`src/hw/rtl/bphd_pkg.sv`:
```
// ----------------------------------------------------------------------------
// Bar meter package
// Widths, constants and the per-bar state type of the peak-hold bar meter.
// ----------------------------------------------------------------------------
package bphd_pkg;

    localparam int BARS       = 128;
    localparam int HEIGHT     = 32;

    localparam int IDX_W      = $clog2(BARS);
    localparam int HGT_W      = $clog2(HEIGHT);
    localparam int PEAK_W     = HGT_W + 1;
    localparam int MAG_W      = 16;
    localparam int GAIN_W     = 10;
    localparam int PROD_W     = MAG_W + GAIN_W;
    localparam int SCALE_W    = PROD_W - MAG_W;
    localparam int CNT_W      = 2;

    localparam logic [GAIN_W-1:0]  GAIN_RESET = GAIN_W'(256);
    localparam logic [SCALE_W-1:0] SCALE_MAX  = SCALE_W'(HEIGHT - 1);
    localparam logic [HGT_W-1:0]   HGT_MAX    = HGT_W'(HEIGHT - 1);
    localparam logic [HGT_W-1:0]   FALL_STEP  = HGT_W'(2);
    localparam logic [PEAK_W-1:0]  PEAK_STEP  = PEAK_W'(1);
    localparam logic [PEAK_W-1:0]  PEAK_FLOOR = PEAK_W'(1);
    localparam logic [PEAK_W-1:0]  PEAK_TOP   = PEAK_W'(HEIGHT);
    localparam logic [CNT_W-1:0]   CNT_STEP   = CNT_W'(1);
    localparam logic [CNT_W-1:0]   CNT_LAST   = CNT_W'(2);

    typedef struct packed {
        logic [CNT_W-1:0]  cnt;
        logic [PEAK_W-1:0] peak;
        logic [HGT_W-1:0]  shown;
    } t_bar_state;

    localparam t_bar_state STATE_RESET = '{cnt: '0, peak: PEAK_TOP, shown: '0};

endpackage

```
`src/hw/rtl/bphd_cfg_if.sv`:
```
// ----------------------------------------------------------------------------
// Bar meter configuration channel
// Carries one gain word per write with a valid/ready handshake.
// ----------------------------------------------------------------------------
interface bphd_cfg_if;

    logic                        valid;
    logic                        ready;
    logic [bphd_pkg::GAIN_W-1:0] gain;

    modport source (output valid, output gain, input ready);
    modport sink (input valid, input gain, output ready);

endinterface

```
`src/hw/rtl/bphd_in_if.sv`:
```
// ----------------------------------------------------------------------------
// Bar meter input channel
// Carries one bar index and its level per word.
// ----------------------------------------------------------------------------
interface bphd_in_if;

    logic                       valid;
    logic                       ready;
    logic [bphd_pkg::IDX_W-1:0] bar_index;
    logic [bphd_pkg::MAG_W-1:0] magnitude;

    modport source (output valid, output bar_index, output magnitude, input ready);
    modport sink (input valid, input bar_index, input magnitude, output ready);

endinterface

```
`src/hw/rtl/bphd_out_if.sv`:
```
// ----------------------------------------------------------------------------
// Bar meter output channel
// Carries the bar index, the shown height and the peak row per word.
// ----------------------------------------------------------------------------
interface bphd_out_if;

    logic                        valid;
    logic                        ready;
    logic [bphd_pkg::IDX_W-1:0]  bar_out_index;
    logic [bphd_pkg::HGT_W-1:0]  bar_height;
    logic [bphd_pkg::PEAK_W-1:0] peak_height;

    modport source (output valid, output bar_out_index, output bar_height,
                    output peak_height, input ready);
    modport sink (input valid, input bar_out_index, input bar_height,
                  input peak_height, output ready);

endinterface

```
`src/hw/rtl/bar_peak_hold_decay_top.sv`:
```
// ----------------------------------------------------------------------------
// Peak-hold bar meter
// Scales each bar level by the gain, raises or lets the bar fall, and moves
// its peak marker; the per-bar state sits in an internal memory.
// ----------------------------------------------------------------------------
// Usage:
// The input channel takes one word per bar update: the bar index and the
// level as an unsigned fraction of full scale. The output channel returns one
// word for each input word, in order: the index, the new bar height and the
// peak row. The configuration channel writes the gain and is always ready;
// write it only while no words are in flight.
// The pipeline has three register stages: the multiplier with the state
// memory read, the clamp with state forwarding, and the update into the
// output register. An accepted word moves from the first stage through the
// second into the output register, and one word per cycle is sustained
// while the receiver is ready. The single write port of the state memory
// sets that rate; a repeated bar index is served by forwarding from the two
// stages ahead, so back-to-back updates of the same bar need no stall.
// Reset clears all bars at once (height 0, peak above the visible area) and
// sets the gain to 256. When the receiver stalls, the stages fill up behind
// the output register and input ready falls only once all of them are full.
// ----------------------------------------------------------------------------
module bar_peak_hold_decay_top (
    input  logic        i_clk,
    input  logic        i_rst_n,
    bphd_cfg_if.sink    i_cfg_ch,
    bphd_in_if.sink     i_in_ch,
    bphd_out_if.source  o_out_ch
);

    logic [bphd_pkg::GAIN_W-1:0] r_gain;

    logic                         s1_en;
    logic                         s2_en;
    logic                         out_en;
    logic                         wr_en;

    logic                         r_s1_valid;
    logic [bphd_pkg::IDX_W-1:0]   r_s1_idx;
    logic [bphd_pkg::PROD_W-1:0]  r_s1_prod;
    bphd_pkg::t_bar_state         r_s1_rd;
    logic                         r_s1_rd_vld;

    logic [bphd_pkg::SCALE_W-1:0] s1_scaled;
    logic [bphd_pkg::HGT_W-1:0]   s1_target;
    bphd_pkg::t_bar_state         s1_state;

    logic                         r_s2_valid;
    logic [bphd_pkg::IDX_W-1:0]   r_s2_idx;
    logic [bphd_pkg::HGT_W-1:0]   r_s2_target;
    bphd_pkg::t_bar_state         r_s2_state;
    bphd_pkg::t_bar_state         n_s2_state;

    logic                         r_out_valid;
    logic [bphd_pkg::IDX_W-1:0]   r_out_idx;
    bphd_pkg::t_bar_state         r_out_state;
    logic                         r_fwd_valid;

    bphd_pkg::t_bar_state         r_state_mem [bphd_pkg::BARS];
    logic [bphd_pkg::BARS-1:0]    r_bar_vld;

    assign i_cfg_ch.ready = 1'b1;

    always_ff @(posedge i_clk) begin
        if (!i_rst_n) begin
            r_gain <= bphd_pkg::GAIN_RESET;
        end else if (i_cfg_ch.valid) begin
            r_gain <= i_cfg_ch.gain;
        end
    end

    assign out_en         = !r_out_valid || o_out_ch.ready;
    assign s2_en          = !r_s2_valid || out_en;
    assign s1_en          = !r_s1_valid || s2_en;
    assign wr_en          = r_s2_valid && out_en;
    assign i_in_ch.ready  = s1_en;

    // Stage 1: scale the level and read the bar state.
    always_ff @(posedge i_clk) begin
        if (!i_rst_n) begin
            r_s1_valid <= 1'b0;
        end else if (s1_en) begin
            r_s1_valid <= i_in_ch.valid;
        end
    end

    always_ff @(posedge i_clk) begin
        if (s1_en) begin
            r_s1_idx    <= i_in_ch.bar_index;
            r_s1_prod   <= bphd_pkg::PROD_W'(i_in_ch.magnitude)
                         * bphd_pkg::PROD_W'(r_gain);
            r_s1_rd     <= r_state_mem[i_in_ch.bar_index];
            r_s1_rd_vld <= r_bar_vld[i_in_ch.bar_index];
        end
    end

    // Stage 2: clamp the target and pick up the newest state of the bar.
    assign s1_scaled = r_s1_prod[bphd_pkg::PROD_W-1:bphd_pkg::MAG_W];
    assign s1_target = (s1_scaled > bphd_pkg::SCALE_MAX) ? bphd_pkg::HGT_MAX
                                                         : s1_scaled[bphd_pkg::HGT_W-1:0];

    always_comb begin
        priority if (r_s2_valid && (r_s2_idx == r_s1_idx)) begin
            s1_state = n_s2_state;
        end else if (r_fwd_valid && (r_out_idx == r_s1_idx)) begin
            s1_state = r_out_state;
        end else if (r_s1_rd_vld) begin
            s1_state = r_s1_rd;
        end else begin
            s1_state = bphd_pkg::STATE_RESET;
        end
    end

    always_ff @(posedge i_clk) begin
        if (!i_rst_n) begin
            r_s2_valid <= 1'b0;
        end else if (s2_en) begin
            r_s2_valid <= r_s1_valid;
        end
    end

    always_ff @(posedge i_clk) begin
        if (s2_en) begin
            r_s2_idx    <= r_s1_idx;
            r_s2_target <= s1_target;
            r_s2_state  <= s1_state;
        end
    end

    // Stage 3: rise or fall, then write back and present the result.
    always_comb begin
        n_s2_state = r_s2_state;
        if (r_s2_target > r_s2_state.shown) begin
            n_s2_state.shown = r_s2_target;
            if (bphd_pkg::PEAK_W'(r_s2_target) >= r_s2_state.peak) begin
                n_s2_state.peak = bphd_pkg::PEAK_W'(r_s2_target);
            end
        end else begin
            n_s2_state.shown = (r_s2_state.shown >= bphd_pkg::FALL_STEP)
                             ? r_s2_state.shown - bphd_pkg::FALL_STEP : '0;
            if (r_s2_state.cnt >= bphd_pkg::CNT_LAST) begin
                n_s2_state.cnt  = '0;
                n_s2_state.peak = (r_s2_state.peak > bphd_pkg::PEAK_FLOOR)
                                ? r_s2_state.peak - bphd_pkg::PEAK_STEP
                                : bphd_pkg::PEAK_FLOOR;
            end else begin
                n_s2_state.cnt = r_s2_state.cnt + bphd_pkg::CNT_STEP;
            end
        end
    end

    always_ff @(posedge i_clk) begin
        if (!i_rst_n) begin
            r_out_valid <= 1'b0;
            r_fwd_valid <= 1'b0;
            r_bar_vld   <= '0;
        end else begin
            if (out_en) begin
                r_out_valid <= r_s2_valid;
            end
            if (wr_en) begin
                r_fwd_valid         <= 1'b1;
                r_bar_vld[r_s2_idx] <= 1'b1;
            end
        end
    end

    always_ff @(posedge i_clk) begin
        if (wr_en) begin
            r_out_idx             <= r_s2_idx;
            r_out_state           <= n_s2_state;
            r_state_mem[r_s2_idx] <= n_s2_state;
        end
    end

    assign o_out_ch.valid         = r_out_valid;
    assign o_out_ch.bar_out_index = r_out_idx;
    assign o_out_ch.bar_height    = r_out_state.shown;
    assign o_out_ch.peak_height   = r_out_state.peak;

    a_write_marks_bar: assert property (@(posedge i_clk) disable iff (!i_rst_n)
        wr_en |=> r_bar_vld[$past(r_s2_idx)])
        else $error("State write did not mark the bar as written.");

    a_out_from_s2: assert property (@(posedge i_clk) disable iff (!i_rst_n)
        $rose(r_out_valid) |-> $past(r_s2_valid))
        else $error("Output word appeared without a word in stage 2.");

    a_s2_holds: assert property (@(posedge i_clk) disable iff (!i_rst_n)
        (r_s2_valid && !out_en) |=> (r_s2_valid && $stable(r_s2_idx)))
        else $error("Stage 2 word changed while the output was stalled.");

    a_state_range: assert property (@(posedge i_clk) disable iff (!i_rst_n)
        r_out_valid |-> ((r_out_state.peak >= bphd_pkg::PEAK_FLOOR)
                         && (r_out_state.peak <= bphd_pkg::PEAK_TOP)
                         && (r_out_state.cnt <= bphd_pkg::CNT_LAST)))
        else $error("Bar state left its legal range.");

endmodule
```
`src/flat_wrapper.sv`:
```
// flat-port wrapper written by rule: the top's interface ports become plain ports
module bar_peak_hold_decay_top_flat 
  (i_clk, i_rst_n, i_cfg_ch_valid, i_cfg_ch_gain, i_cfg_ch_ready, i_in_ch_valid, i_in_ch_bar_index, i_in_ch_magnitude, i_in_ch_ready, o_out_ch_valid, o_out_ch_bar_out_index, o_out_ch_bar_height, o_out_ch_peak_height, o_out_ch_ready);
  bphd_cfg_if i_cfg_ch_i ();
  bphd_in_if i_in_ch_i ();
  bphd_out_if o_out_ch_i ();
  input  logic i_clk;
  input  logic i_rst_n;
  input wire logic [$bits(i_cfg_ch_i.valid)-1:0] i_cfg_ch_valid;
  input wire logic [$bits(i_cfg_ch_i.gain)-1:0] i_cfg_ch_gain;
  output wire logic [$bits(i_cfg_ch_i.ready)-1:0] i_cfg_ch_ready;
  input wire logic [$bits(i_in_ch_i.valid)-1:0] i_in_ch_valid;
  input wire logic [$bits(i_in_ch_i.bar_index)-1:0] i_in_ch_bar_index;
  input wire logic [$bits(i_in_ch_i.magnitude)-1:0] i_in_ch_magnitude;
  output wire logic [$bits(i_in_ch_i.ready)-1:0] i_in_ch_ready;
  output wire logic [$bits(o_out_ch_i.valid)-1:0] o_out_ch_valid;
  output wire logic [$bits(o_out_ch_i.bar_out_index)-1:0] o_out_ch_bar_out_index;
  output wire logic [$bits(o_out_ch_i.bar_height)-1:0] o_out_ch_bar_height;
  output wire logic [$bits(o_out_ch_i.peak_height)-1:0] o_out_ch_peak_height;
  input wire logic [$bits(o_out_ch_i.ready)-1:0] o_out_ch_ready;
  assign i_cfg_ch_i.valid = i_cfg_ch_valid;
  assign i_cfg_ch_i.gain = i_cfg_ch_gain;
  assign i_cfg_ch_ready = i_cfg_ch_i.ready;
  assign i_in_ch_i.valid = i_in_ch_valid;
  assign i_in_ch_i.bar_index = i_in_ch_bar_index;
  assign i_in_ch_i.magnitude = i_in_ch_magnitude;
  assign i_in_ch_ready = i_in_ch_i.ready;
  assign o_out_ch_valid = o_out_ch_i.valid;
  assign o_out_ch_bar_out_index = o_out_ch_i.bar_out_index;
  assign o_out_ch_bar_height = o_out_ch_i.bar_height;
  assign o_out_ch_peak_height = o_out_ch_i.peak_height;
  assign o_out_ch_i.ready = o_out_ch_ready;
  bar_peak_hold_decay_top u_core (.i_clk(i_clk), .i_rst_n(i_rst_n), .i_cfg_ch(i_cfg_ch_i), .i_in_ch(i_in_ch_i), .o_out_ch(o_out_ch_i));
endmodule
```
`config.mk`:
```
export PLATFORM = sky130hd
export DESIGN_NAME = bar_peak_hold_decay_top_flat
export DESIGN_NICKNAME = d
export VERILOG_FILES = /design/src/hw/rtl/bphd_pkg.sv /design/src/hw/rtl/bphd_cfg_if.sv /design/src/hw/rtl/bphd_in_if.sv /design/src/hw/rtl/bphd_out_if.sv /design/src/hw/rtl/bar_peak_hold_decay_top.sv /design/src/flat_wrapper.sv
export SDC_FILE = /design/constraint.sdc
export NUM_CORES = 2
export LEC_CHECK = 0
export BUFFER_PORTS_ARGS = -buffer_cell sky130_fd_sc_hd__buf_4
export CAP_MARGIN = 20
export CORE_MARGIN = 2
export CORE_UTILIZATION = 55
export CTS_CLUSTER_DIAMETER = 30
export DETAILED_ROUTE_END_ITERATION = 8
export GPL_ROUTABILITY_DRIVEN = 0
export PLACE_DENSITY_LB_ADDON = 0.2
export SLEW_MARGIN = 30
export SYNTH_ARGS = -nofsm -noshare
export SYNTH_HDL_FRONTEND = slang
export SYNTH_SLANG_ARGS = --single-unit
```
`constraint.sdc`:
```
create_clock -name i_clk -period 7.6 [get_ports i_clk]
set_clock_uncertainty 0.2 [all_clocks]
set_input_delay 0.38 -clock i_clk [delete_from_list [all_inputs] [get_ports i_clk]]
set_output_delay 0.38 -clock i_clk [all_outputs]
set_load 0.01 [all_outputs]
```
Word level (Yosys, flattened, before mapping):

Memories as Yosys holds them, arrays and structs flattened. A register that Yosys moved wholly into a read port is not among the register bits.
Cells that the tools add are included.

* bits in registers: 221
* RAM bits: 1664
* word-level logic and storage cells: 61
* memories kept: 1

* $add $sub $neg: 3
* multipliers: 1
* $lt $le $gt $ge: 9
* equality and inequality tests: 2
* muxes and demuxes: 16
* bitwise operators: 1
* reduce and logical (&&, ||, !) cells: 10

Memory list
* u_core.r_state_mem: words 128, bits a word 13, read ports 1, clocked after Yosys merged registers in 1, wr ports 1, RTL line bar_peak_hold_decay_top.sv:59 `bphd_pkg::t_bar_state r_state_mem [bphd_pkg::BARS];`

Operators by type and width (count)
* OR 128 bit: 1
* 2-to-1 mux 13 bit: 3
* multiplier 16 x 10 -> 26 bit: 1
* 2-to-1 mux 6 bit: 3
* less-than comparator 7 x 8 -> 1 bit, second input constant: 2
* equality test 7 bit: 2
* 2-to-1 mux 11 bit: 1
* greater-than comparator 10 x 5 -> 1 bit, second input constant: 1
* binary-select mux 1 bit (select 7 bit): 1
* demux 1 bit (select 7 bit): 1
* greater-or-equal comparator 7 x 1 -> 1 bit, second input constant: 1
* greater-or-equal comparator 5 x 6 -> 1 bit: 1
* greater-than comparator 6 x 1 -> 1 bit, second input constant: 1
* subtractor 6 x 1 -> 6 bit, second input constant: 1
* greater-or-equal comparator 5 x 2 -> 1 bit, second input constant: 1
* greater-than comparator 5 bit: 1
* 2-to-1 mux 5 bit: 1
* subtractor 5 x 2 -> 5 bit, second input constant: 1
* logical AND 1 bit: 4
* 2-to-1 mux 1 bit: 4
* 2-to-1 mux 2 bit: 2
* logical NOT 1 bit: 3
* logical OR 1 bit: 3
* adder 2 x 1 -> 2 bit, second input constant: 1
* greater-or-equal comparator 2 bit, second input constant: 1

Depth between registers and ports, before layout:

* depth in word-level cells: 5
* mapped depth: 20
* depth with buffers taken out: 18

Least setup slack after synthesis:

OpenSTA, ideal clock, no wires.

* path type: reg2reg
* start: register u_core.r_s2_target[2] (netlist bit)
* end: register u_core.r_out_state (netlist bit u_core.o_out_ch.bar_height[3]) (data pin)
* setup time: 1238 ps
* arrival time: 6717 ps
* required time: 6162 ps
* slack: -555 ps
* cell stages (with the launch flop): 7
* buffers on the path: 1
* cells stage by stage: edfxtp_1 ha_1 o21ai_0 a21oi_1 o31a_1 clkbuf_1 o31ai_1

RTL lines
* start, declared: RTL line bar_peak_hold_decay_top.sv:50 `logic [bphd_pkg::HGT_W-1:0] r_s2_target;`
* start signal, assigned: RTL line bar_peak_hold_decay_top.sv:125 `r_s2_target <= s1_target;`
* end signal, assigned: RTL line bar_peak_hold_decay_top.sv:171 `r_out_state <= n_s2_state;`
* end, declared: RTL line bar_peak_hold_decay_top.sv:56 `bphd_pkg::t_bar_state r_out_state;`

Final worst setup path:

* start: register u_core.r_gain[1] (netlist bit)
* end: register u_core.r_s1_prod[24] (netlist bit) (data pin)

* cells in the longest elaborated chain, start to end: 1

RTL lines
* start, declared: RTL line bar_peak_hold_decay_top.sv:31 `logic [bphd_pkg::GAIN_W-1:0] r_gain;`
* start signal, assigned: RTL line bar_peak_hold_decay_top.sv:66 `r_gain <= bphd_pkg::GAIN_RESET;`
* start signal, assigned: RTL line bar_peak_hold_decay_top.sv:68 `r_gain <= i_cfg_ch.gain;`
* multiplier 16 x 10 -> 26 bit: RTL line bar_peak_hold_decay_top.sv:91 `* bphd_pkg::PROD_W'(r_gain);`
* end signal, assigned: RTL line bar_peak_hold_decay_top.sv:90 `r_s1_prod <= bphd_pkg::PROD_W'(i_in_ch.magnitude)`
* end, declared: RTL line bar_peak_hold_decay_top.sv:40 `logic [bphd_pkg::PROD_W-1:0] r_s1_prod;`

No other way between the ends.
A chain may end at the register's enable or synchronous reset.

==> impl_metrics.yaml <==
placement:
  place.detailed.instances: 5659
  place.port_buffers: 57
  hpwlAfterDp_um: 106000
synth:
  postSynthCellCount: 3761
  share_of_flip_flops_with_an_asynchronous_set_or_reset_pct: 0
  synth_cell_types: 53
  most_numerous_cell_types_in_the_synthesized_netlist: "sky130_fd_sc_hd__edfxtp_1 (1740), sky130_fd_sc_hd__mux4_2 (546), sky130_fd_sc_hd__nor2_1 (152), sky130_fd_sc_hd__dfxtp_1 (142), sky130_fd_sc_hd__o21a_1 (133)"
  synth_top_cells_by_area: "sky130_fd_sc_hd__edfxtp_1 (68%), sky130_fd_sc_hd__mux4_2 (16%), sky130_fd_sc_hd__dfxtp_1 (3.7%)"
  avgSynthCellArea_um2: 20.4
  synth.yosys.seq_area_share_pct: 71.7
  netlist_area_pre_place_um2: 76900
  synth.ff_latch_count: 1882
  synthDominantCellAreaShare_pct: 68.0
  yosysMostFrequentCell: "sky130_fd_sc_hd__edfxtp_1"
  yosys_most_used_dff: "sky130_fd_sc_hd__edfxtp_1"
  number_of_enable_flip_flop_cells_after_synthesis: 1740
  ys.warnings.count: 0
  syn-num-nets: 3980
  synth_area_leader_cell: "sky130_fd_sc_hd__edfxtp_1"
sta:
  timing.slew.headroom_pct: 32.8
  worst_pin_slew_ns: 1.01
  timing.fmax_ghz: 0.173
  timing.final.hold_violations: 0
  setup_viol: 0
  grt_setup_unrepaired: "false"
  holdWs_ns: 0.190
  finalMaxSlewViolations: 0
  layout_worst_path_cycle_share_pct: 76.2
  fin_crit_ns: 5.79
setup_path:
  critical_setup_path_kind: "reg2reg"
  worstReg2RegEnd: "u_core.r_s1_prod[24]"
  critPathRequiredTime_ns: 8.02
  cp_data_arrival_time_ns: 6.21
  timing_startpoint_of_the_critical_path: "u_core.r_gain[1]"
  reg_to_reg_startpoint: "u_core.r_gain[1]"
  reg2reg_slack_ns: 1.81
  crit_path_end: "u_core.r_s1_prod[24]"
  cp_max_fo: 17
  endpoint_kind: "flop"
  element_type_at_the_critical_path_start: "flop"
  ff2ff_path_depth: 16
global_route:
  first_pass_grt_wire_length_um: 273000
  globalRouteTotalUtil_pct: 26.5
  grt_max_degree: 98
  globalRouteOverflowTotal: 0
  antenna_violations_before_repair: 4
  via_count_of_the_first_global_routing_pass: 40500
finish:
  antennaDiodeCount: 0
  layout_stage_area_growth_over_the_synthesis_result_pct: 21.0
  share_of_final_layout_standard_cells_stronger_than_drive_strength_1_pct: 31.6
  final_cells: 6351
  finish.net_count: 4406
power:
  power.density_cell_area_nw_per_um2: 330
  total_power_mw: 30.7
  power_leakage_nw: 31.1
  max-vdd-ir-drop_mv: 0.290
cts:
  clk_latency_ns: 0.95
  number_of_hold_buffers_added_after_cts: 28
  clock_net_sink_count: 1882
  cts-resized-gates: 0
  ctsRootBufferMaster: "sky130_fd_sc_hd__clkbuf_16"
  post_cts.repair.setup_buffers: 0
  clk_pin_slew_ns: 0.05
  inserted_clock_buffers: 374
  cts_buffer_depth: 4
  tritoncts: "done"
  htree_levels: 5
floorplanning:
  die-height_um: 378
  full_die_area_um2: 143000
  row_count: 137
  floorplan.core_area_um2: 139000
  design.portCount: 59
  initial_utilization_pct: 55.2
  fp.dieW_um: 378
outcome:
  run_status: "completed"
routing:
  drt_iter0_drc: 4632
  avgRoutedWirePerCell_um: 29.0
  drcViolationCount: 0
  drtPass1Iterations: 6
  ant_nets: 0
  route.final.wire_length_um: 184000
  detailroute.via_count: 39400
  avgViaCountPerCell: 6.21
worst_hold_path:
  hold_class: "in2reg"
flow_run:
  drv.max_cap_violation_count: 0
worst min path at each step:
| stage | start | end | slack [ns] | cells past startpoint |
|---|---|---|---|---|
| floorplan | u_core.r_s2_idx[3] | u_core.o_out_ch.bar_out_index[3] | 0.22 | 0 |
| global placement | u_core.r_bar_vld[57] | u_core.r_bar_vld[57] | 0.24 | 1 |
| detailed placement | u_core.r_bar_vld[60] | u_core.r_bar_vld[60] | 0.25 | 1 |
| CTS | i_in_ch_bar_index[3] | u_core.r_s1_idx[3] | 0.13 | 2 |
| global route | i_in_ch_bar_index[3] | u_core.r_s1_idx[3] | 0.16 | 2 |
| finish | i_in_ch_magnitude[15] | u_core.r_s1_prod[25] | 0.19 | 5 |
flip-flops by register name, summed over array words and instances (netlist names), 6 cells and up:
signal	flops
u_core.r_s1_prod	10
u_core.o_out_ch.peak_height	6
u_core.r_s2_state	13
u_core.r_s1_idx	7
u_core.r_gain	10
u_core.o_out_ch.bar_out_index	7
u_core.r_s2_idx	7
u_core.r_state_mem	1664
u_core.r_bar_vld	128
u_core.r_s1_rd	13
area by class of cell:
| class | instances | area, µm² |
|---|---|---|
| repair buffers | 265 | 2170 |
| fillers | 8749 | 46100 |
| flip-flops and latches | 1882 | 55100 |
| clock inverters | 253 | 2880 |
| inverters | 115 | 432 |
| multi-input cells | 1549 | 20500 |
| clock buffers | 411 | 9620 |
| well taps | 1876 | 2350 |
critical path: stages (launching register included):
cell                       delay, ns
sky130_fd_sc_hd__dfxtp_1        0.72
sky130_fd_sc_hd__nand2_1        0.18
sky130_fd_sc_hd__fa_1           0.56
sky130_fd_sc_hd__inv_1          0.05
sky130_fd_sc_hd__fa_1           0.51
sky130_fd_sc_hd__inv_1          0.06
sky130_fd_sc_hd__fa_1           0.53
sky130_fd_sc_hd__inv_1          0.05
sky130_fd_sc_hd__fa_1           0.50
sky130_fd_sc_hd__fa_1           0.43
sky130_fd_sc_hd__ha_1           0.31
sky130_fd_sc_hd__a211oi_1       0.30
sky130_fd_sc_hd__o21bai_1       0.12
sky130_fd_sc_hd__a211oi_1       0.35
sky130_fd_sc_hd__o211ai_1       0.26
sky130_fd_sc_hd__a41oi_1        0.31
sky130_fd_sc_hd__xnor2_1        0.10
where the power goes:
group | leakage [nW] | total (mW) | switching [mW] | internal, mW
logic | 8.62 | 2.37 | 1.66 | 0.710
registers | 16.4 | 12.2 | 0.0576 | 12.1
clock network | 6.02 | 16.2 | 5.29 | 10.9
layout by cell type, fill, tap and decap left out, drive strengths merged, types with 5 or more instances in the layout:
cell | netlist | final
edfxtp | 1740 | 1740
mux4 | 546 | 546
clkbuf | 111 | 412
buf | 104 | 236
nor2 | 152 | 152
inv | 115 | 148
dfxtp | 142 | 142
o21a | 133 | 133
nand2 | 128 | 128
clkinv | 0 | 123
fa | 109 | 109
and2 | 88 | 88
ha | 72 | 72
a22oi | 56 | 56
bufinv | 0 | 53
clkinvlp | 0 | 44
mux2i | 39 | 39
dlygate4sd3 | 0 | 28
nand4 | 23 | 23
xnor2 | 21 | 21
a21oi | 21 | 21
nor2b | 21 | 21
o21ai | 19 | 19
nand3 | 16 | 16
o211ai | 15 | 15
a211oi | 9 | 9
mux2 | 9 | 9
a31oi | 7 | 7
nor3 | 7 | 7
o21bai | 6 | 6
and3 | 5 | 5
a21o | 5 | 5
or3 | 5 | 5
cell families after synthesis:
kind of cell               share of synthesized area [%]
muxes                                               16.6
other                                            0.00488
buffers and inverters                               1.91
DFF                                                 71.7
and+or+nand+nor                                     2.82
AOI/OAI and AO/OA                                   2.69
xor gates and xnor gates                           0.273
adders and majority gates                           4.01
routing by layer:
metal / vias to the layer above / GRT usage [%] / routed length, µm
li1: 16200 / - / -
met1: 20900 / 37.6 / 73200
met2: 2009 / 41.2 / 89100
met3: 294 / 6.04 / 16900
met4: 2 / 8.67 / 4930
met5: - / 0 / 13
stage by stage:
stage                     setup WS [ns]  utilization [%]  instance area [µm²]  TNS [ns]
after floorplan                  -0.555                -                76900   -214.17
final                              1.81             66.9                93100         0
after detailed placement           1.86             57.7                80300         0
after CTS                          1.80             66.9                93000         0
after global placement             1.91             57.7                80300         0
after global routing               1.44             66.9                93100         0
Power figures use the tool's default switching activity.
